===== src/design/sls_pkg.sv =====
// Package for the streaming lexer with semicolon insertion.
// Holds token kinds, the token and bundle types, and the character tables.
// Used by every module of the design; depends on nothing.
package sls_pkg;

    localparam int OFFSET_BITS   = 32;
    localparam int KEYWORD_CHARS = 8;
    localparam int KW_COUNT      = 30;
    localparam int MAX_TOKENS    = 3;
    localparam int QUEUE_DEPTH   = 4;
    localparam int WLEN_BITS     = $clog2(KEYWORD_CHARS + 2);
    localparam int KIDX_BITS     = $clog2(KEYWORD_CHARS);

    typedef logic [OFFSET_BITS-1:0] ofs_t;
    typedef logic [6:0] kind_t;
    typedef logic [WLEN_BITS-1:0] wlen_t;
    typedef logic [KEYWORD_CHARS-1:0][7:0] kbuf_t;

    localparam ofs_t OFS_MAX = '1;

    localparam kind_t K_IDENT        = 7'd0;
    localparam kind_t K_INT          = 7'd1;
    localparam kind_t K_FLOAT        = 7'd2;
    localparam kind_t K_STRING       = 7'd3;
    localparam kind_t K_LAST_TRIGGER = 7'd24;
    localparam kind_t K_SEMI         = 7'd37;
    localparam kind_t K_EOF          = 7'd38;
    localparam kind_t K_INVALID      = 7'd39;
    localparam kind_t K_SLASHEQ      = 7'd61;
    localparam kind_t K_SLASH        = 7'd62;
    localparam kind_t K_DOT          = 7'd64;

    localparam logic [7:0] CH_NL    = 8'h0A;
    localparam logic [7:0] CH_TAB   = 8'h09;
    localparam logic [7:0] CH_CR    = 8'h0D;
    localparam logic [7:0] CH_SPACE = 8'h20;
    localparam logic [7:0] CH_BSL   = 8'h5C;
    localparam logic [7:0] CH_QUOTE = 8'h22;
    localparam logic [7:0] CH_SLASH = 8'h2F;
    localparam logic [7:0] CH_DOT   = 8'h2E;
    localparam logic [7:0] CH_EQ    = 8'h3D;
    localparam logic [7:0] CH_UNDER = 8'h5F;

    typedef struct packed {
        kind_t kind;
        ofs_t  start;
        ofs_t  stop;
        logic  fin;
    } tok_t;

    typedef struct packed {
        tok_t [MAX_TOKENS-1:0] toks;
        logic [1:0]            cnt;
    } bundle_t;

    typedef struct packed {
        logic       hit;
        logic [7:0] a;
        kind_t      ka;
        logic [7:0] b;
        kind_t      kb;
        kind_t      single;
    } op_t;

    // Keyword text is right-justified: the first character is the highest used byte.
    localparam logic [63:0] KW_TEXT [KW_COUNT] = '{
        64'("fn"), 64'("return"), 64'("let"), 64'("var"), 64'("if"), 64'("else"),
        64'("while"), 64'("for"), 64'("in"), 64'("break"), 64'("continue"),
        64'("test"), 64'("assert"), 64'("true"), 64'("false"), 64'("null"),
        64'("orelse"), 64'("struct"), 64'("i8"), 64'("i16"), 64'("i32"),
        64'("i64"), 64'("u8"), 64'("u16"), 64'("u32"), 64'("u64"), 64'("f32"),
        64'("f64"), 64'("bool"), 64'("void")
    };
    localparam logic [3:0] KW_LEN [KW_COUNT] = '{
        4'd2, 4'd6, 4'd3, 4'd3, 4'd2, 4'd4, 4'd5, 4'd3, 4'd2, 4'd5, 4'd8, 4'd4,
        4'd6, 4'd4, 4'd5, 4'd4, 4'd6, 4'd6, 4'd2, 4'd3, 4'd3, 4'd3, 4'd2, 4'd3,
        4'd3, 4'd3, 4'd3, 4'd3, 4'd4, 4'd4
    };
    localparam kind_t KW_KIND [KW_COUNT] = '{
        7'd25, 7'd7, 7'd26, 7'd27, 7'd28, 7'd29, 7'd30, 7'd31, 7'd32, 7'd8, 7'd9,
        7'd33, 7'd34, 7'd4, 7'd5, 7'd6, 7'd35, 7'd36, 7'd10, 7'd11, 7'd12, 7'd13,
        7'd14, 7'd15, 7'd16, 7'd17, 7'd18, 7'd19, 7'd20, 7'd21
    };

    function automatic logic is_alpha(input logic [7:0] c);
        return (c >= "a" && c <= "z") || (c >= "A" && c <= "Z") || c == CH_UNDER;
    endfunction

    function automatic logic is_digit(input logic [7:0] c);
        return c >= "0" && c <= "9";
    endfunction

    function automatic kind_t word_kind(input kbuf_t kb, input wlen_t wl);
        kind_t      k;
        logic       eq;
        logic [3:0] len;
        k = K_IDENT;
        for (int i = KW_COUNT - 1; i >= 0; i--) begin
            len = KW_LEN[i];
            eq  = (wl == WLEN_BITS'(len));
            for (int j = 0; j < KEYWORD_CHARS; j++) begin
                if (j < int'(len) && kb[j] != KW_TEXT[i][8*(int'(len)-1-j) +: 8]) begin
                    eq = 1'b0;
                end
            end
            if (eq) begin
                k = KW_KIND[i];
            end
        end
        return k;
    endfunction

    function automatic op_t op_lookup(input logic [7:0] c);
        op_t o;
        o = '{hit: 1'b1, a: 8'd0, ka: 7'd0, b: 8'd0, kb: 7'd0, single: 7'd0};
        case (c)
            "-": begin o.a = ">"; o.ka = 7'd40; o.b = "="; o.kb = 7'd41; o.single = 7'd42; end
            "=": begin o.a = "="; o.ka = 7'd43; o.single = 7'd44; end
            "!": begin o.a = "="; o.ka = 7'd45; o.single = 7'd46; end
            "<": begin o.a = "="; o.ka = 7'd47; o.b = "<"; o.kb = 7'd48; o.single = 7'd49; end
            ">": begin o.a = "="; o.ka = 7'd50; o.b = ">"; o.kb = 7'd51; o.single = 7'd52; end
            "&": begin o.a = "&"; o.ka = 7'd53; o.single = 7'd54; end
            "|": begin o.a = "|"; o.ka = 7'd55; o.single = 7'd56; end
            "+": begin o.a = "="; o.ka = 7'd57; o.single = 7'd58; end
            "*": begin o.a = "="; o.ka = 7'd59; o.single = 7'd60; end
            ".": begin o.a = "."; o.ka = 7'd63; o.single = K_DOT; end
            default: o.hit = 1'b0;
        endcase
        return o;
    endfunction

    function automatic kind_t punct_kind(input logic [7:0] c);
        kind_t k;
        case (c)
            "(": k = 7'd65;
            ")": k = 7'd22;
            "{": k = 7'd66;
            "}": k = 7'd23;
            "[": k = 7'd67;
            "]": k = 7'd24;
            ",": k = 7'd68;
            ":": k = 7'd69;
            ";": k = K_SEMI;
            "%": k = 7'd70;
            "^": k = 7'd71;
            "~": k = 7'd72;
            "?": k = 7'd73;
            default: k = K_INVALID;
        endcase
        return k;
    endfunction

endpackage


===== src/design/sls_queue.sv =====
// Small queue of token bundles between the front end and the output stage.
// Depends on sls_pkg.
module sls_queue (
    input  logic             clk,
    input  logic             rst_n,
    input  logic             push,
    input  sls_pkg::bundle_t wdata,
    output logic             full,
    input  logic             pop,
    output logic             nonempty,
    output sls_pkg::bundle_t rdata
);
    import sls_pkg::*;

    localparam int PTR_BITS = $clog2(QUEUE_DEPTH);

    bundle_t                mem [QUEUE_DEPTH];
    logic [PTR_BITS-1:0]    wr_reg, wr_next;
    logic [PTR_BITS-1:0]    rd_reg, rd_next;
    logic [PTR_BITS:0]      count_reg, count_next;

    assign full     = (count_reg == (PTR_BITS+1)'(QUEUE_DEPTH));
    assign nonempty = (count_reg != '0);
    assign rdata    = mem[rd_reg];

    always_comb
    begin
        wr_next    = push ? wr_reg + 1'b1 : wr_reg;
        rd_next    = pop ? rd_reg + 1'b1 : rd_reg;
        count_next = count_reg + (PTR_BITS+1)'(push) - (PTR_BITS+1)'(pop);
    end

    always_ff @(posedge clk or negedge rst_n)
    begin
        if (!rst_n)
        begin
            wr_reg    <= '0;
            rd_reg    <= '0;
            count_reg <= '0;
        end
        else
        begin
            wr_reg    <= wr_next;
            rd_reg    <= rd_next;
            count_reg <= count_next;
        end
    end

    always_ff @(posedge clk)
    begin
        if (push)
        begin
            mem[wr_reg] <= wdata;
        end
    end

endmodule


===== config.mk =====
export PLATFORM = sky130hd
export DESIGN_NAME = sls_queue
export DESIGN_NICKNAME = d
export VERILOG_FILES = /design/src/design/sls_pkg.sv /design/src/design/sls_queue.sv
export SDC_FILE = /design/constraint.sdc
export NUM_CORES = 1
export LEC_CHECK = 0
export BUFFER_PORTS_ARGS = -buffer_cell sky130_fd_sc_hd__buf_2
export CAP_MARGIN = 0
export CORE_MARGIN = 5
export CORE_UTILIZATION = 50
export CTS_CLUSTER_DIAMETER = 50
export CTS_CLUSTER_SIZE = 25
export DETAILED_ROUTE_END_ITERATION = 10
export PLACE_DENSITY = 0.71
export SYNTH_ARGS = -nofsm -noshare
export SYNTH_HDL_FRONTEND = slang
export SYNTH_SLANG_ARGS = --single-unit

===== constraint.sdc =====
create_clock -name clk -period 8.05 [get_ports clk]
set_input_delay 0.4025 -clock clk [delete_from_list [all_inputs] [get_ports clk]]
set_output_delay 0.4025 -clock clk [all_outputs]
set_load 0.005 [all_outputs]

Yosys cells after proc, flatten, opt, wreduce, memory -nomap -nowiden:

Memories as Yosys holds them, arrays and structs flattened.
Cells that the tools add are included.

* input bits: 222
* memories kept: 1
* logic and storage cells: 12
* output and inout bits: 220
* register bits after elaboration: 7
* RAM bits: 872

* add/sub/neg operators: 4
* reductions and logical operators: 1
* muxes and demuxes: 2
* equality and inequality tests: 1

Memory list
* mem: words 4, bits a word 218, rd ports 1, clocked after memory_dff 0, wr ports 1, RTL line sls_queue.sv:17 `bundle_t mem [QUEUE_DEPTH];`

Operator list (number)
* $add A2 B1 Y2 const B: 2
* $add A3 B1 Y3: 1
* $eq A3 B3 Y1 const B: 1
* $reduce_bool A3 Y1: 1
* $sub A3 B1 Y3: 1
* $mux W1: 2

Depth between registers and ports, before layout:

* depth in word-level cells: 2
* depth in mapped cells: 7
* depth with buffers taken out: 7

Worst setup path after synthesis:

OpenSTA, ideal clock, no wires.

* path type: reg2reg
* start: register wr_reg[0]
* end: memory mem[0][0] (netlist bit), enable pin
* path slack: 1.873 ns
* cell stages (with the launch flop): 4
* buffers on the path: 0
* arrival: 5.573 ns
* required time: 7.445 ns
* library setup time: 0.605 ns
* period minus slack after synthesis: 6.177 ns
* cells stage by stage: dfrtp_1 > inv_1 > ha_1 > and2_1

RTL lines
* from (decl): RTL line sls_queue.sv:18 `logic [PTR_BITS-1:0] wr_reg, wr_next;`
* from (signal assigned): RTL line sls_queue.sv:43 `wr_reg <= wr_next;`
* to (decl): RTL line sls_queue.sv:17

Straight into the memory's write port.

==> metrics <==
asr flop ratio synth 0.7964%; Clock Skews 24.03 ps; Num CTS Buffers 81; port buffer count 441; fmax 281.5 MHz; startpoint types register; pin count of the biggest net entering global routing 133; max reg flops 872; Leakage 13.71 nW; first-pass GRT wire length 99750 um; Post-Place Cells 2423; final worst path period need 3552 ps; Avg WL per Cell 23.17 um; Slew HR 20.22%; H-tree depth 3; Final #Nets 2109; Post-Syn Instances 1173; status finished, final reports clean; hold wc startpoint push; antenna violations before repair 7; Syn. warnings 0; top_reg_cell synth edfxtp_1; Post-synth top cells edfxtp_1, mux4_2, buf_12, buf_2, dfrtp_1; setup_tns 0 ps; final setup vio count 0; ranking of synthesized cells by area edfxtp_1, mux4_2, buf_12; Hold Path Depth 2; most frequent cell after synthesis edfxtp_1; crit path DAT 3150 ps; max-slew violations 0; Req. time, crit path 7650 ps; Max IR drop VDD 0.3308 mV; via count 15210; # IOs 442; Clock Path Buffers 3; CTS tree done; vias in the first global route 16400; Initial Utilization 50.65%; drt via density 5.433; Die Y 263.2 um; Starting DRT DRC Count 1081; synthesized area 32070 um^2; Hold Fails Final Rpt 0; post-CTS setup repair buffer count 0; Total GRT Usage 18.56%; unrepaired setup endpoints after global routing false; fin crit share 44.13%; register area share after synthesis 82.21%; EDFF count, synth 872; cells on worst reg2reg path 4; gp weighted congestion 0.7281; Final ANT Viol Nets 0; CTS clk-pin slew, worst paths 60 ps; clock latency on the worst-skew pair 640 ps; synth unique cells 18; fin cells 2800; Detail Placement HPWL 37870 um; crit path max fanout 108; worst flop-to-flop path endpoint mem[0][113]$_DFFE_PP_; DRC 0; grt ovf 0; clk sinks 879; area delta synth->final 24.64%; Slew @ Worst Pin 1197 ps; hold endpoint wr_reg[0]$_DFFE_PN0P_; Synth top area share 81.66%; 1st-pass router iterations 5; syn avg cell area 27.34 um^2; PD cells 346.6 nW/um^2; die width 263.2 um; Core ar. 63310 um^2; largest area contributor in the netlist edfxtp_1; HP Class input pin to register; maxcap violations 0; row cnt 92; WS Path Type register to output port; CP Capture Type output port; worst r2r src wr_reg[0]$_DFFE_PN0P_; CTS Root Cell clkbuf_16; Total Die Area 69300 um^2; reg2reg setup slack 5530 ps; syn nets 1402; final wirelength 64880 um; number of synthesized register bits 879; layout cells sized above 1 42.27%
-- power by group --
group / internal (mW) / total, mW / switching, mW / leakage (nW)
Sequential: 5.99 / 6.26 / 0.273 / 8.09
Clock: 2.00 / 3.90 / 1.90 / 1.36
Combinational: 1.79 / 3.69 / 1.90 / 4.26
-- cell usage in the layout (no fill, tap or decap) --
master	synthesis	final
mux4_2	218	218
xor2_1	2	2
inv_1	6	6
xnor2_1	3	3
and2_4	0	4
clkbuf_16	0	81
inv_6	0	19
buf_12	22	7
inv_16	0	1
or3_1	1	1
o21ai_0	1	1
and3_1	1	1
fa_1	1	1
buf_2	22	441
clkinvlp_4	0	3
buf_4	2	5
inv_8	0	13
diode_2	0	7
dfrtp_1	7	5
clkinv_2	0	6
clkinv_16	0	3
dfrtp_4	0	2
clkbuf_1	2	2
dlygate4sd3_1	0	220
clkinv_8	0	10
ha_1	6	6
edfxtp_1	872	872
clkinv_4	0	5
nand2_1	2	2
clkinv_1	0	2
inv_12	0	5
-- per-layer routing --
metal  wire length (um)  track usage, %
met5                 11               0
met2              34170           31.56
met1              24040           24.01
met3               5149           5.042
met4               1506           5.188
-- worst max path at each step --
stage / slack, ps / start / endpoint / cells after the start
after floorplan: 1870 / wr_reg[0]$_DFFE_PN0P_ / mem[0][0]$_DFFE_PP_ / 3
after global placement: 5110 / rd_reg[0]$_DFFE_PN0P_ / rdata[151] / 3
after detailed placement: 5100 / rd_reg[0]$_DFFE_PN0P_ / rdata[144] / 3
after CTS: 4410 / rd_reg[0]$_DFFE_PN0P_ / rdata[144] / 3
after global routing: 4240 / rd_reg[0]$_DFFE_PN0P_ / rdata[144] / 3
final: 4500 / rd_reg[0]$_DFFE_PN0P_ / rdata[144] / 3
-- worst max-delay path, cell delays in order (launching register included) --
cell and delay [ps]:
dfrtp_4 830, buf_12 600, mux4_2 650, buf_2 150
-- metrics by stage --
step	total power [mW]	hold WS, ps	worst slack, ps	instance area (um^2)	utilization (%)
6_report	13.85	80.44	4498	39970	63.13
5_1_grt	14.51	66.30	4241	39960	63.12
4_1_cts	14.04	30.52	4409	39950	63.10
3_5_place_dp	10.04	266.0	5099	34940	55.19
3_3_place_gp	9.971	262.4	5108	34940	55.19
2_1_floorplan	8.856	106.9	1873	32070	-
-- cell families (layout without fill, tap and decap cells) --
group                    after synthesis  count (layout)  share of synthesized area [%]
multiplexers                         218             218                          15.31
buffers and inverters                 55             829                          1.892
XOR/XNOR                               5               5                         0.1366
adder cells (fa/ha/maj)                7               7                         0.2965
AO/OA/AOI/OAI                          1               1                        0.01559
other                                  0               7                              0
flip-flops                           879             879                          82.21
AND/OR/NAND/NOR                        8               8                         0.1405
-- final cells by class --
class | count | area [um^2]
Antenna cell | 7 | 17.52
Clock buffer | 83 | 2034
Clock inverter | 67 | 770.7
Fill cell | 4155 | 23340
Inverter | 6 | 22.52
Multi-Input combinational cell | 239 | 5109
Sequential cell | 879 | 26370
Tap cell | 846 | 1059
Timing Repair Buffer | 673 | 4587
-- repair_timing --
| action | CTS | global route |
|---|---|---|
| hold endpoints to repair | 880 | 0 |
| setup endpoints to repair | 0 | 0 |
| resized for setup | 0 | 0 |
| hold buffers | 220 | 0 |
Power figures use the tool's default switching activity.
