### config.mk
export PLATFORM = sky130hd
export DESIGN_NAME = sls_back_flat
export DESIGN_NICKNAME = d
export VERILOG_FILES = /design/src/design/sls_pkg.sv /design/src/design/sls_if.sv /design/src/design/sls_back.sv /design/src/flat_wrapper.sv
export SDC_FILE = /design/constraint.sdc
export NUM_CORES = 1
export LEC_CHECK = 0
export CAP_MARGIN = 0
export CORE_MARGIN = 3
export CORE_UTILIZATION = 60
export CTS_BUF_LIST = sky130_fd_sc_hd__clkbuf_8
export CTS_CLUSTER_DIAMETER = 60
export CTS_CLUSTER_SIZE = 8
export DETAILED_ROUTE_END_ITERATION = 10
export DONT_BUFFER_PORTS = 1
export HOLD_SLACK_MARGIN = 0.05
export PLACE_DENSITY = 0.78
export SLEW_MARGIN = 25
export SYNTH_ARGS = -nofsm -noshare
export SYNTH_HDL_FRONTEND = slang
export SYNTH_SLANG_ARGS = --single-unit
### constraint.sdc
create_clock -name clk -period 18.6 [get_ports clk]
set_input_delay 1.86 -clock clk [delete_from_list [all_inputs] [get_ports clk]]
set_output_delay 1.86 -clock clk [all_outputs]
set_load 0.1 [all_outputs]
### src/design/sls_pkg.sv
// Package for the streaming lexer with semicolon insertion.
// Holds token kinds, the token and bundle types, and the character tables.
// Used by every module of the design; depends on nothing.
package sls_pkg;

    localparam int OFFSET_BITS   = 32;
    localparam int KEYWORD_CHARS = 8;
    localparam int KW_COUNT      = 30;
    localparam int MAX_TOKENS    = 3;
    localparam int QUEUE_DEPTH   = 4;
    localparam int WLEN_BITS     = $clog2(KEYWORD_CHARS + 2);
    localparam int KIDX_BITS     = $clog2(KEYWORD_CHARS);

    typedef logic [OFFSET_BITS-1:0] ofs_t;
    typedef logic [6:0] kind_t;
    typedef logic [WLEN_BITS-1:0] wlen_t;
    typedef logic [KEYWORD_CHARS-1:0][7:0] kbuf_t;

    localparam ofs_t OFS_MAX = '1;

    localparam kind_t K_IDENT        = 7'd0;
    localparam kind_t K_INT          = 7'd1;
    localparam kind_t K_FLOAT        = 7'd2;
    localparam kind_t K_STRING       = 7'd3;
    localparam kind_t K_LAST_TRIGGER = 7'd24;
    localparam kind_t K_SEMI         = 7'd37;
    localparam kind_t K_EOF          = 7'd38;
    localparam kind_t K_INVALID      = 7'd39;
    localparam kind_t K_SLASHEQ      = 7'd61;
    localparam kind_t K_SLASH        = 7'd62;
    localparam kind_t K_DOT          = 7'd64;

    localparam logic [7:0] CH_NL    = 8'h0A;
    localparam logic [7:0] CH_TAB   = 8'h09;
    localparam logic [7:0] CH_CR    = 8'h0D;
    localparam logic [7:0] CH_SPACE = 8'h20;
    localparam logic [7:0] CH_BSL   = 8'h5C;
    localparam logic [7:0] CH_QUOTE = 8'h22;
    localparam logic [7:0] CH_SLASH = 8'h2F;
    localparam logic [7:0] CH_DOT   = 8'h2E;
    localparam logic [7:0] CH_EQ    = 8'h3D;
    localparam logic [7:0] CH_UNDER = 8'h5F;

    typedef struct packed {
        kind_t kind;
        ofs_t  start;
        ofs_t  stop;
        logic  fin;
    } tok_t;

    typedef struct packed {
        tok_t [MAX_TOKENS-1:0] toks;
        logic [1:0]            cnt;
    } bundle_t;

    typedef struct packed {
        logic       hit;
        logic [7:0] a;
        kind_t      ka;
        logic [7:0] b;
        kind_t      kb;
        kind_t      single;
    } op_t;

    // Keyword text is right-justified: the first character is the highest used byte.
    localparam logic [63:0] KW_TEXT [KW_COUNT] = '{
        64'("fn"), 64'("return"), 64'("let"), 64'("var"), 64'("if"), 64'("else"),
        64'("while"), 64'("for"), 64'("in"), 64'("break"), 64'("continue"),
        64'("test"), 64'("assert"), 64'("true"), 64'("false"), 64'("null"),
        64'("orelse"), 64'("struct"), 64'("i8"), 64'("i16"), 64'("i32"),
        64'("i64"), 64'("u8"), 64'("u16"), 64'("u32"), 64'("u64"), 64'("f32"),
        64'("f64"), 64'("bool"), 64'("void")
    };
    localparam logic [3:0] KW_LEN [KW_COUNT] = '{
        4'd2, 4'd6, 4'd3, 4'd3, 4'd2, 4'd4, 4'd5, 4'd3, 4'd2, 4'd5, 4'd8, 4'd4,
        4'd6, 4'd4, 4'd5, 4'd4, 4'd6, 4'd6, 4'd2, 4'd3, 4'd3, 4'd3, 4'd2, 4'd3,
        4'd3, 4'd3, 4'd3, 4'd3, 4'd4, 4'd4
    };
    localparam kind_t KW_KIND [KW_COUNT] = '{
        7'd25, 7'd7, 7'd26, 7'd27, 7'd28, 7'd29, 7'd30, 7'd31, 7'd32, 7'd8, 7'd9,
        7'd33, 7'd34, 7'd4, 7'd5, 7'd6, 7'd35, 7'd36, 7'd10, 7'd11, 7'd12, 7'd13,
        7'd14, 7'd15, 7'd16, 7'd17, 7'd18, 7'd19, 7'd20, 7'd21
    };

    function automatic logic is_alpha(input logic [7:0] c);
        return (c >= "a" && c <= "z") || (c >= "A" && c <= "Z") || c == CH_UNDER;
    endfunction

    function automatic logic is_digit(input logic [7:0] c);
        return c >= "0" && c <= "9";
    endfunction

    function automatic kind_t word_kind(input kbuf_t kb, input wlen_t wl);
        kind_t      k;
        logic       eq;
        logic [3:0] len;
        k = K_IDENT;
        for (int i = KW_COUNT - 1; i >= 0; i--) begin
            len = KW_LEN[i];
            eq  = (wl == WLEN_BITS'(len));
            for (int j = 0; j < KEYWORD_CHARS; j++) begin
                if (j < int'(len) && kb[j] != KW_TEXT[i][8*(int'(len)-1-j) +: 8]) begin
                    eq = 1'b0;
                end
            end
            if (eq) begin
                k = KW_KIND[i];
            end
        end
        return k;
    endfunction

    function automatic op_t op_lookup(input logic [7:0] c);
        op_t o;
        o = '{hit: 1'b1, a: 8'd0, ka: 7'd0, b: 8'd0, kb: 7'd0, single: 7'd0};
        case (c)
            "-": begin o.a = ">"; o.ka = 7'd40; o.b = "="; o.kb = 7'd41; o.single = 7'd42; end
            "=": begin o.a = "="; o.ka = 7'd43; o.single = 7'd44; end
            "!": begin o.a = "="; o.ka = 7'd45; o.single = 7'd46; end
            "<": begin o.a = "="; o.ka = 7'd47; o.b = "<"; o.kb = 7'd48; o.single = 7'd49; end
            ">": begin o.a = "="; o.ka = 7'd50; o.b = ">"; o.kb = 7'd51; o.single = 7'd52; end
            "&": begin o.a = "&"; o.ka = 7'd53; o.single = 7'd54; end
            "|": begin o.a = "|"; o.ka = 7'd55; o.single = 7'd56; end
            "+": begin o.a = "="; o.ka = 7'd57; o.single = 7'd58; end
            "*": begin o.a = "="; o.ka = 7'd59; o.single = 7'd60; end
            ".": begin o.a = "."; o.ka = 7'd63; o.single = K_DOT; end
            default: o.hit = 1'b0;
        endcase
        return o;
    endfunction

    function automatic kind_t punct_kind(input logic [7:0] c);
        kind_t k;
        case (c)
            "(": k = 7'd65;
            ")": k = 7'd22;
            "{": k = 7'd66;
            "}": k = 7'd23;
            "[": k = 7'd67;
            "]": k = 7'd24;
            ",": k = 7'd68;
            ":": k = 7'd69;
            ";": k = K_SEMI;
            "%": k = 7'd70;
            "^": k = 7'd71;
            "~": k = 7'd72;
            "?": k = 7'd73;
            default: k = K_INVALID;
        endcase
        return k;
    endfunction

endpackage

### src/design/sls_if.sv


interface lex_tok_if;
    logic        valid;
    logic        ready;
    logic [6:0]  token_kind;
    logic [31:0] token_start;
    logic [31:0] token_end;
    logic        final_token;
    modport source (output valid, token_kind, token_start, token_end, final_token,
                    input ready);
    modport sink (input valid, token_kind, token_start, token_end, final_token,
                  output ready);
endinterface

### src/design/sls_back.sv
// Output stage: holds one token bundle and hands out its tokens one per cycle while tok.ready is high.
// Depends on sls_pkg and lex_tok_if.
module sls_back (
    input  logic             clk,
    input  logic             rst_n,
    input  logic             nonempty,
    input  sls_pkg::bundle_t rdata,
    output logic             pop,
    lex_tok_if.source        tok
);
    import sls_pkg::*;

    logic       busy_reg, busy_next;
    bundle_t    bun_reg;
    logic [1:0] idx_reg, idx_next;
    logic       sent;
    logic       last;
    tok_t       cur;

    assign cur             = bun_reg.toks[idx_reg];
    assign tok.valid       = busy_reg;
    assign tok.token_kind  = cur.kind;
    assign tok.token_start = 32'(cur.start);
    assign tok.token_end   = 32'(cur.stop);
    assign tok.final_token = cur.fin;

    assign sent = busy_reg && tok.ready;
    assign last = (idx_reg + 2'd1 == bun_reg.cnt);
    assign pop  = nonempty && (!busy_reg || (sent && last));

    always_comb
    begin
        busy_next = busy_reg;
        idx_next  = idx_reg;
        if (pop)
        begin
            busy_next = 1'b1;
            idx_next  = '0;
        end
        else if (sent)
        begin
            busy_next = !last;
            idx_next  = idx_reg + 2'd1;
        end
    end

    always_ff @(posedge clk or negedge rst_n)
    begin
        if (!rst_n)
        begin
            busy_reg <= 1'b0;
            idx_reg  <= '0;
        end
        else
        begin
            busy_reg <= busy_next;
            idx_reg  <= idx_next;
        end
    end

    always_ff @(posedge clk)
    begin
        if (pop)
        begin
            bun_reg <= rdata;
        end
    end

endmodule

### src/flat_wrapper.sv
// flat-port wrapper written by rule: the top's interface ports become plain ports
module sls_back_flat import sls_pkg::*;
  (clk, rst_n, nonempty, rdata, pop, tok_valid, tok_token_kind, tok_token_start, tok_token_end, tok_final_token, tok_ready);
  lex_tok_if tok_i ();
  input  logic clk;
  input  logic rst_n;
  input  logic nonempty;
  input  sls_pkg::bundle_t rdata;
  output logic pop;
  output wire logic [$bits(tok_i.valid)-1:0] tok_valid;
  output wire logic [$bits(tok_i.token_kind)-1:0] tok_token_kind;
  output wire logic [$bits(tok_i.token_start)-1:0] tok_token_start;
  output wire logic [$bits(tok_i.token_end)-1:0] tok_token_end;
  output wire logic [$bits(tok_i.final_token)-1:0] tok_final_token;
  input wire logic [$bits(tok_i.ready)-1:0] tok_ready;
  assign tok_valid = tok_i.valid;
  assign tok_token_kind = tok_i.token_kind;
  assign tok_token_start = tok_i.token_start;
  assign tok_token_end = tok_i.token_end;
  assign tok_final_token = tok_i.final_token;
  assign tok_i.ready = tok_ready;
  sls_back u_core (.clk(clk), .rst_n(rst_n), .nonempty(nonempty), .rdata(rdata), .pop(pop), .tok(tok_i));
endmodule
== After elaboration in Yosys (flattened, before gate mapping) ==
Index checks and enable logic that the tools add are counted.

* Add/sub/neg operators: 1
* $lt $le $gt $ge: 1
* Eq/ne operators: 1
* Multiplexer cells: 6
* Reduce and logical (&&, ||, !) cells: 7

{| class="wikitable"
|+ Operator list
! cell !! count
|-
| binary-select mux 72 bit (select 2 bit) || 1
|-
| two-way mux 72 bit || 1
|-
| two-way mux 2 bit || 2
|-
| logical AND 1 bit || 3
|-
| < comparator 2 x 3 -> 1 bit (second input constant) || 1
|-
| adder 2 x 1 -> 2 bit (second input constant) || 1
|-
| equality test 2 bit || 1
|-
| logical NOT 1 bit || 2
|-
| two-way mux 1 bit || 2
|-
| nonzero test 2 bit || 1
|-
| logical OR 1 bit || 1
|}

* Register bits after elaboration: 221
* Bits of input ports: 222
* Output and inout bits: 74
* Logic and storage cells: 31

== Depth between registers and ports, before layout ==
Gate-level depths: netlist of the first run.

* Depth after elaboration: 6
* Mapped depth: 6
* Depth with buffers taken out: 3

== Worst setup path after synthesis of the first run ==
OpenSTA, ideal clock, no wires.

* Kind: input to output
* Start: in nonempty
* End: out pop
* Arrival: 7.178 ns
* Required time: 16.740 ns
* Setup slack: 9.562 ns
* Stages on the path: 3
* Path buffers: 0
* Cell sequence: nand4b_1 -> mux2i_1 -> a21o_1

* Longest elaborated chain between the ends: 1

{| class="wikitable"
|+ RTL lines
! what !! RTL line !! source
|-
| start: declaration || flat_wrapper.sv:7 || <nowiki>input logic nonempty;</nowiki>
|-
| logical AND 1 bit || sls_back.sv:29 || <nowiki>assign pop = nonempty && (!busy_reg || (sent && last));</nowiki>
|-
| end: declaration || flat_wrapper.sv:9 || <nowiki>output logic pop;</nowiki>
|}

No other way between the ends.

== Worst setup path after layout of the first run ==
* Start: reg u_core.idx_reg[0]
* End: out tok_token_end[18]

* Longest elaborated chain between the ends: 2

{| class="wikitable"
|+ RTL lines
! what !! RTL line !! source
|-
| start: declaration || sls_back.sv:15 || <nowiki>logic [1:0] idx_reg, idx_next;</nowiki>
|-
| start signal: assignment || sls_back.sv:57 || <nowiki>idx_reg <= idx_next;</nowiki>
|-
| binary-select mux 72 bit (select 2 bit) || sls_back.sv:20 || <nowiki>assign cur = bun_reg.toks[idx_reg];</nowiki>
|-
| two-way mux 72 bit (implied by the code) || sls_back.sv:20 ||
|-
| end: declaration || flat_wrapper.sv:13 || <nowiki>output wire logic [$bits(tok_i.token_end)-1:0] tok_token_end;</nowiki>
|}

No other way between the ends. The select of a mux whose other input is x is not followed.

==> results of run 1 <==
per-layer routing:
metal  share of wire  global-route usage  up-vias
li1                -                   -     1857
met4           0.025              0.0865        0
met5               0                   0        -
met2            0.53               0.341      225
met3            0.12              0.0936       32
met1            0.33               0.217     2057
worst min-delay path by stage:
stage                            end  slack [ns]  cells after the start
floorplan           u_core.tok.valid        0.64                      3
global placement    u_core.tok.valid        0.70                      3
detailed placement  u_core.tok.valid        0.76                      3
CTS                 u_core.tok.valid        0.78                      3
global route        u_core.tok.valid        0.87                      3
finish              u_core.tok.valid        0.77                      3
tightest hold or removal path, delay by kind of cell, from the launching register on:
family / cells / cell delay, ns
AND/OR/NAND/NOR: 1 / 0.07
multiplexers: 1 / 0.14
flip-flops: 1 / 0.40
AO/OA/AOI/OAI: 1 / 0.10
final cells by class:
cell class / count / area share
Clock inverter: 13 / 0.00578
Antenna cell: 4 / 0.00107
Tap cell: 176 / 0.0236
Inverter: 2 / 0.000806
Sequential cell: 221 / 0.712
Clock buffer: 31 / 0.0458
Multi-Input combinational cell: 232 / 0.206
Timing Repair Buffer: 6 / 0.00484
cells in the mapped netlist:
library cell and n:
and2b_1 1, nor2_1 1, clkbuf_1 3, a21oi_1 1, a2111oi_2 1, a211oi_1 1
mux2i_1 74, xnor2_1 1, a31oi_1 1, nand4b_1 2, dfrtp_1 3, o21ai_1 33
and3_1 1, a21o_1 1, buf_2 4, o21ai_0 39, buf_6 8, nand2b_1 2
nand2_1 72, edfxtp_1 218, xnor2_2 1, inv_1 2, buf_4 9
per-stage QoR:
stage,util,instances
5_1_grt,0.695,685
2_1_floorplan,-,479
4_1_cts,0.688,681
3_3_place_gp,0.647,637
6_report,0.695,685
3_5_place_dp,0.652,637
cells by family (layout without fill, tap and decap cells):
group	after synthesis	count (layout)	share of synthesized area
AOI/OAI and AO/OA	77	77	0.0484
xor gates and xnor gates	2	2	0.00301
DFF	221	221	0.797
muxes	74	74	0.0892
buffers and inverters	26	52	0.0237
other	0	4	0
and+or+nand+nor	79	79	0.0383
placed cells by master, fill, tap and decap left out, types with 2 or more instances in the layout:
cell	count
o21ai_4	21
nand2b_1	2
diode_2	4
nand2_1	72
nand4b_1	2
mux2i_1	74
o21ai_2	51
clkbuf_8	31
buf_4	6
edfxtp_1	218
dfrtp_4	2
inv_1	13
==> flow_summary.toml, run 1 <==
[critical_path]
end_kind = "primary output"
cpLargestDelayFamily = "flip-flops"
crit_start = "u_core.idx_reg[0]"
path_buf_inv = 1
reg2reg_setup_slack_ns = 13.89
worstPathRequired_ns = 16.74
crit_fanout = 42
cp-endpoint = "tok_token_end[18]"
rr_worst_depth = 6
timing.rr.start = "u_core.idx_reg[0]"
startpoint_type = "flop"
path_cells = "and2b_2 > buf_4 > nand2_1 > o21ai_2"
crit_arrival_ns = 3.29
rr_endpoint = "u_core.bun_reg[28]"
slowest_stage = "dfrtp_4"
critical_path_depth = 4
max_stage_delay_ns = 0.89
worstSetupPathType = "reg -> out"

[die]
start_util = 0.620
core_area_sq_mm = 0.0134
fp.dieH_um = 124
die_w_um = 124
dieArea_sq_mm = 0.0153
std_cell_rows = 42
ios = 296

[timing]
tightestPinTransition_ns = 1.12
finalSetupTns_ns = 0
report.final.setup_viol = 0
final.period_utilization = 0.277
skew_ns = 0.0232
clock.fmax_mhz = 194
fin_ws_ns = 13.45
max_slew_margin = 0.251
rsz0062_at_grt = "false"
hold_violations = 0
layout_min_cycle_time_ns = 5.15
hold_ws_ns = 0.775
slew_violations = 0

[synth]
syn_inst = 479
seq_area_frac_synth = 0.797
synthesis.nets = 701
yosysTopAreaCell = "edfxtp_1"
syn_avg_cell_area_sq_um = 17.3
yosysTopAreaCellShare = 0.788
netlist_area_sq_mm = 0.00830
ys_warn_count = 0
synth.ff_latch_count = 221
synth.top_cells.by_area = "edfxtp_1 (79%), mux2i_1 (8.9%), nand2_1 (3.3%)"
ys_types = 23

[cts]
cts_max_level = 1
tritoncts = "done"
clk_path_buf_depth = 3
cts_resized = 0
cts_buffers = 31
cts.sinks = 221
cts_setup_buffers = 0
cts_hold_buf = 0
worstSkewPairLatency_ns = 0.54
clk_pin_slew_ns = 0.06
root_buffer = "clkbuf_8"

[detailed_routing]
wire_per_inst_um = 24.8
drtIter0Drc = 352
vias = 4171
dr.pass1.iters = 4
wl_um = 17000
ant_nets = 0
drc_errors = 0
viasPerCell = 6.09

[placement]
dpl-instance-area_sq_mm = 0.00873
gp_congestion = 0.825
dp_hpwl_um = 11600
preCtsSetupSlack_ns = 13.88
portBuffers = 0

[job]
maxCapViolations = 0

[finish]
fin_area_sq_mm = 0.00931
finalNetCount = 716
regArea_sq_mm = 0.00663
fillers = 847
area_growth_syn_to_layout_pct = 12.2
largest_reg_flops = 218
multi_input_area_sq_mm = 0.00192
layout-drive-gt1-share = 0.232

[global_routing]
overflow = 0
grt_pass1_vias = 4153
grt_pass1_wl_um = 22800
grt.total_usage = 0.201
grt_start_max_net_pins = 81
antenna_found_initial = 4

[run_status]
outcome = "finished clean"

[hold_path]
hold_path_class = "reg -> reg"
worstHoldStart = "u_core.bun_reg[0]"
Power of run 1 is not shown: default switching activity piles up to over one toggle a cycle in this logic, so the estimate is an artifact.
==> inputs of run 2 (changes only) <==
ABC_AREA = 1   (was default)
clock period = 4.8 ns   (was 18.6 ns; I/O delays follow)
==> run 2 against run 1 <==
The run now fails in 4_1_cts. Synthesized cell count up 20%. Area after synthesis up 6.5%.
==> flow_summary.toml, run 2 <==
[synth]
synth.ff_latch_count = 221
yosysTopAreaCellShare = 0.740
synth.top_cells.by_area = "edfxtp_1 (74%), o31ai_2 (9.9%), nor2_1 (6.0%)"
syn_avg_cell_area_sq_um = 15.4
synth_edf_count = 218
synthArstFlopShare = 0.0136
ys_types = 20
synth_common_cells = "edfxtp_1 (218), nor2_1 (142), nand3_1 (75), o31ai_2 (70), buf_2 (21)"
yosysTopAreaCell = "edfxtp_1"
yosysMostFrequentCell = "edfxtp_1"
seq_area_frac_synth = 0.749
synthFlopType = "edfxtp_1"
synthesis.nets = 797
syn_inst = 575
netlist_area_sq_mm = 0.00884
ys_warn_count = 0

[run_status]
error = "[ERROR RSZ-0060] Max buffer count reached."
outcome = "stopped before the end"
stop_stage = "4_1_cts"

[placement]
preCtsSetupSlack_ns = 1.92
portBuffers = 0
gp_congestion = 0.824
dp_hpwl_um = 12800

[cts]
root_buffer = "clkbuf_8"
cts_hold_buf = 154
cts_max_level = 1
clk_path_buf_depth = 3
cts_buffers = 31
cts_resized = 0
cts.sinks = 221
cts_setup_buffers = 0

[die]
fp.dieH_um = 127
die_w_um = 127
std_cell_rows = 43
ios = 296
start_util = 0.625
[run 2: metrics by stage]
stage	cells	hold slack, ns	utilization	instance area, sq um
after detailed placement	724	0.185	0.679	9610
after global placement	721	0.185	0.674	9530
after floorplan	575	0.184	-	8860
[run 2: cells by family after synthesis]
group | Yosys count | synth area share
compound gates | 76 | 0.103
flops | 221 | 0.749
xor+xnor | 1 | 0.000990
simple gates | 232 | 0.110
buf+inv | 45 | 0.0371
==> inputs of run 3 (changes only) <==
CORE_UTILIZATION = 40   (was 60)
CTS_BUF_LIST = default   (was sky130_fd_sc_hd__clkbuf_8)
CTS_CLUSTER_DIAMETER = default   (was 60)
CTS_CLUSTER_SIZE = default   (was 8)
HOLD_SLACK_MARGIN = default   (was 0.05)
PLACE_DENSITY = default   (was 0.78)
PLACE_DENSITY_LB_ADDON = 0.15   (was default)
==> run 3 against run 2 <==
The run now ends clean. Synthesized cell count did not move. Area after synthesis did not move.
==> flow_summary.toml, run 3 <==
[finish]
mostFrequentLayoutCells = "edfxtp_1 (218), nor2_1 (142), nand3_1 (75)"
largest_reg_flops = 218
layout_commonest_cell = "edfxtp_1"
fillers = 1824
area_growth_syn_to_layout_pct = 19.1
final_cells = 872
finalNetCount = 795
fin_area_sq_mm = 0.0105
layout-drive-gt1-share = 0.213

[job]
maxCapViolations = 0

[synth]
yosysTopAreaCell = "edfxtp_1"
synth.ff_latch_count = 221
yosysTopAreaCellShare = 0.740
netlist_area_sq_mm = 0.00884
synthFlopType = "edfxtp_1"
ys_types = 20
synthArstFlopShare = 0.0136
syn_avg_cell_area_sq_um = 15.4
seq_area_frac_synth = 0.749
synth.top_cells.by_area = "edfxtp_1 (74%), o31ai_2 (9.9%), nor2_1 (6.0%)"
synth_edf_count = 218
syn_inst = 575
synth_common_cells = "edfxtp_1 (218), nor2_1 (142), nand3_1 (75), o31ai_2 (70), buf_2 (21)"
yosysMostFrequentCell = "edfxtp_1"
synthesis.nets = 797
ys_warn_count = 0

[global_routing]
grt.total_usage = 0.157
grt_pass1_vias = 4878
grt_start_max_net_pins = 117
grt_pass1_wl_um = 29200
overflow = 0
antenna_found_initial = 8

[die]
ios = 296
die_w_um = 155
std_cell_rows = 53
start_util = 0.414
fp.dieH_um = 155
dieArea_sq_mm = 0.0239
core_area_sq_mm = 0.0214

[critical_path]
crit_fanout = 116
worstSetupPathType = "reg -> out"
end_kind = "primary output"
crit_arrival_ns = 2.91
reg2reg_setup_slack_ns = 1.98
startpoint_type = "flop"
worstPathRequired_ns = 4.32

[cts]
cts_resized = 0
cts.sinks = 221
clk_pin_slew_ns = 0.06
cts_buffers = 24
root_buffer = "clkbuf_16"
tritoncts = "done"
worstSkewPairLatency_ns = 0.51
cts_setup_buffers = 0
clk_path_buf_depth = 3
cts_max_level = 1
cts_hold_buf = 1

[timing]
rsz0062_at_grt = "false"
tightestPinTransition_ns = 1.12
finalSetupTns_ns = 0
hold_ws_ns = 0.0478
report.final.setup_viol = 0
final.period_utilization = 0.707
slew_violations = 0
clock.fmax_mhz = 295
hold_violations = 0
layout_min_cycle_time_ns = 3.39
skew_ns = 0.00567
max_slew_margin = 0.255

[placement]
dp.cells = 818
gp_congestion = 0.822
dpl-instance-area_sq_mm = 0.00966
portBuffers = 0
dp_hpwl_um = 13000

[detailed_routing]
wl_um = 19700
ant_nets = 0
viasPerCell = 5.45
wire_per_inst_um = 22.6
drtIter0Drc = 312
drc_errors = 0
vias = 4755
dr.pass1.iters = 4

[hold_path]
hold_path_class = "in -> reg"

[run_status]
outcome = "finished clean"
[run 3: cell counts after synthesis]
No cell type changed its count.
[run 3: through the flow]
step / utilization / worst slack (ns)
2_1_floorplan: - / -0.526
3_3_place_gp: 0.451 / 1.77
3_5_place_dp: 0.452 / 1.71
4_1_cts: 0.489 / 1.15
5_1_grt: 0.493 / 1.16
6_report: 0.493 / 1.41
[run 3: routing by layer]
metal / wire (um) / share of wire / global-route usage
met1: 7260 / 0.37 / 0.178
met3: 1980 / 0.10 / 0.0660
met5: 23 / 0.0012 / 0
met4: 433 / 0.022 / 0.0530
met2: 10000 / 0.51 / 0.267
[run 3: layout make-up]
type | instances | area (sq um) | share of cell area
flip-flops and latches | 221 | 6630 | 0.629
multi-input cells | 309 | 2550 | 0.242
clock buffers | 27 | 633 | 0.0601
well taps | 275 | 344 | 0.0327
repair buffers | 12 | 210 | 0.0200
clock inverters | 17 | 131 | 0.0125
inverters | 5 | 23.8 | 0.00226
diodes | 6 | 15.0 | 0.00143
[run 3: cells by family (layout without fill, tap and decap cells)]
| group | after synthesis | after routing | synth area share |
|---|---|---|---|
| buffers and inverters | 45 | 61 | 0.0371 |
| AO/OA/AOI/OAI | 76 | 76 | 0.103 |
| XOR/XNOR | 1 | 1 | 0.000990 |
| AND/OR/NAND/NOR | 232 | 232 | 0.110 |
| other | 0 | 6 | 0 |
| flip-flops | 221 | 221 | 0.749 |
[run 3: final timing paths]
path / start / endpoint / depth (start not counted)
setup / recovery: u_core.idx_reg[0] / pop / 6
hold / removal: nonempty / u_core.idx_reg[1] / 1
setup reg to reg: u_core.idx_reg[0] / u_core.bun_reg[40] / 6
hold reg to reg: u_core.bun_reg[0] / u_core.tok.valid / 6
max in group asynchronous: rst_n / u_core.idx_reg[1] / 1
min in group asynchronous: rst_n / u_core.tok.valid / 1
[run 3: critical path, stage by stage, from the launching register on]
cell and delay, ns:
dfrtp_2 0.39, buf_4 0.72, o21ai_0 0.21, nor2_1 0.15
nand2_2 0.09, a21oi_4 0.22, buf_12 0.52
Power of run 3 is left out for the same reason.
==> inputs of run 4 (changes only) <==
ABC_AREA = 0   (was 1)
clock period = 3.45 ns   (was 4.8 ns; I/O delays follow)
==> run 4 against run 3 <==
Area after synthesis down 6.1%. Synthesized cell count down 17%. The run now fails in 4_1_cts.
==> flow_summary.toml, run 4 <==
[run_status]
outcome = "stopped before the end"
stop_stage = "4_1_cts"
error = "[ERROR RSZ-0060] Max buffer count reached."

[cts]
cts_resized = 0
cts.sinks = 221
cts_setup_buffers = 0
cts_max_level = 1
cts_buffers = 24
root_buffer = "clkbuf_16"
cts_hold_buf = 163
clk_path_buf_depth = 3

[synth]
ys_types = 23
netlist_area_sq_mm = 0.00830
yosysMostFrequentCell = "edfxtp_1"
synth_edf_count = 218
synthesis.nets = 701
ys_warn_count = 0
yosysTopAreaCell = "edfxtp_1"
syn_avg_cell_area_sq_um = 17.3
syn_inst = 479
synth.top_cells.by_area = "edfxtp_1 (79%), mux2i_1 (8.9%), nand2_1 (3.3%)"
seq_area_frac_synth = 0.797
synth_common_cells = "edfxtp_1 (218), mux2i_1 (74), nand2_1 (72), o21ai_0 (39), o21ai_1 (33)"
synth.ff_latch_count = 221
synthFlopType = "edfxtp_1"
yosysTopAreaCellShare = 0.788
synthArstFlopShare = 0.0136

[placement]
dp_hpwl_um = 12400
dp.cells = 769
portBuffers = 0
gp_congestion = 0.722
dpl-instance-area_sq_mm = 0.00914

[die]
die_w_um = 150
ios = 296
fp.dieH_um = 150
start_util = 0.409
std_cell_rows = 52
## run 4: cell count changes after synthesis, sizes merged, moves of 60 or more
cell and change:
nor2 -144, nand3 -75, mux2i +74, o31ai -72, o21ai +71, nand2 +60
## run 4: per-stage QoR
step,util,setup WS (ns),hold slack [ns]
after floorplan,-,0.118,0.0494
after global placement,0.449,0.871,0.0497
after detailed placement,0.450,0.820,0.0498
## run 4: cell families after synthesis
group,Yosys count,synth area share
DFF,221,0.797
and+or+nand+nor,79,0.0383
AOI/OAI and AO/OA,77,0.0484
muxes,74,0.0892
buffers and inverters,26,0.0237
xor gates and xnor gates,2,0.00301
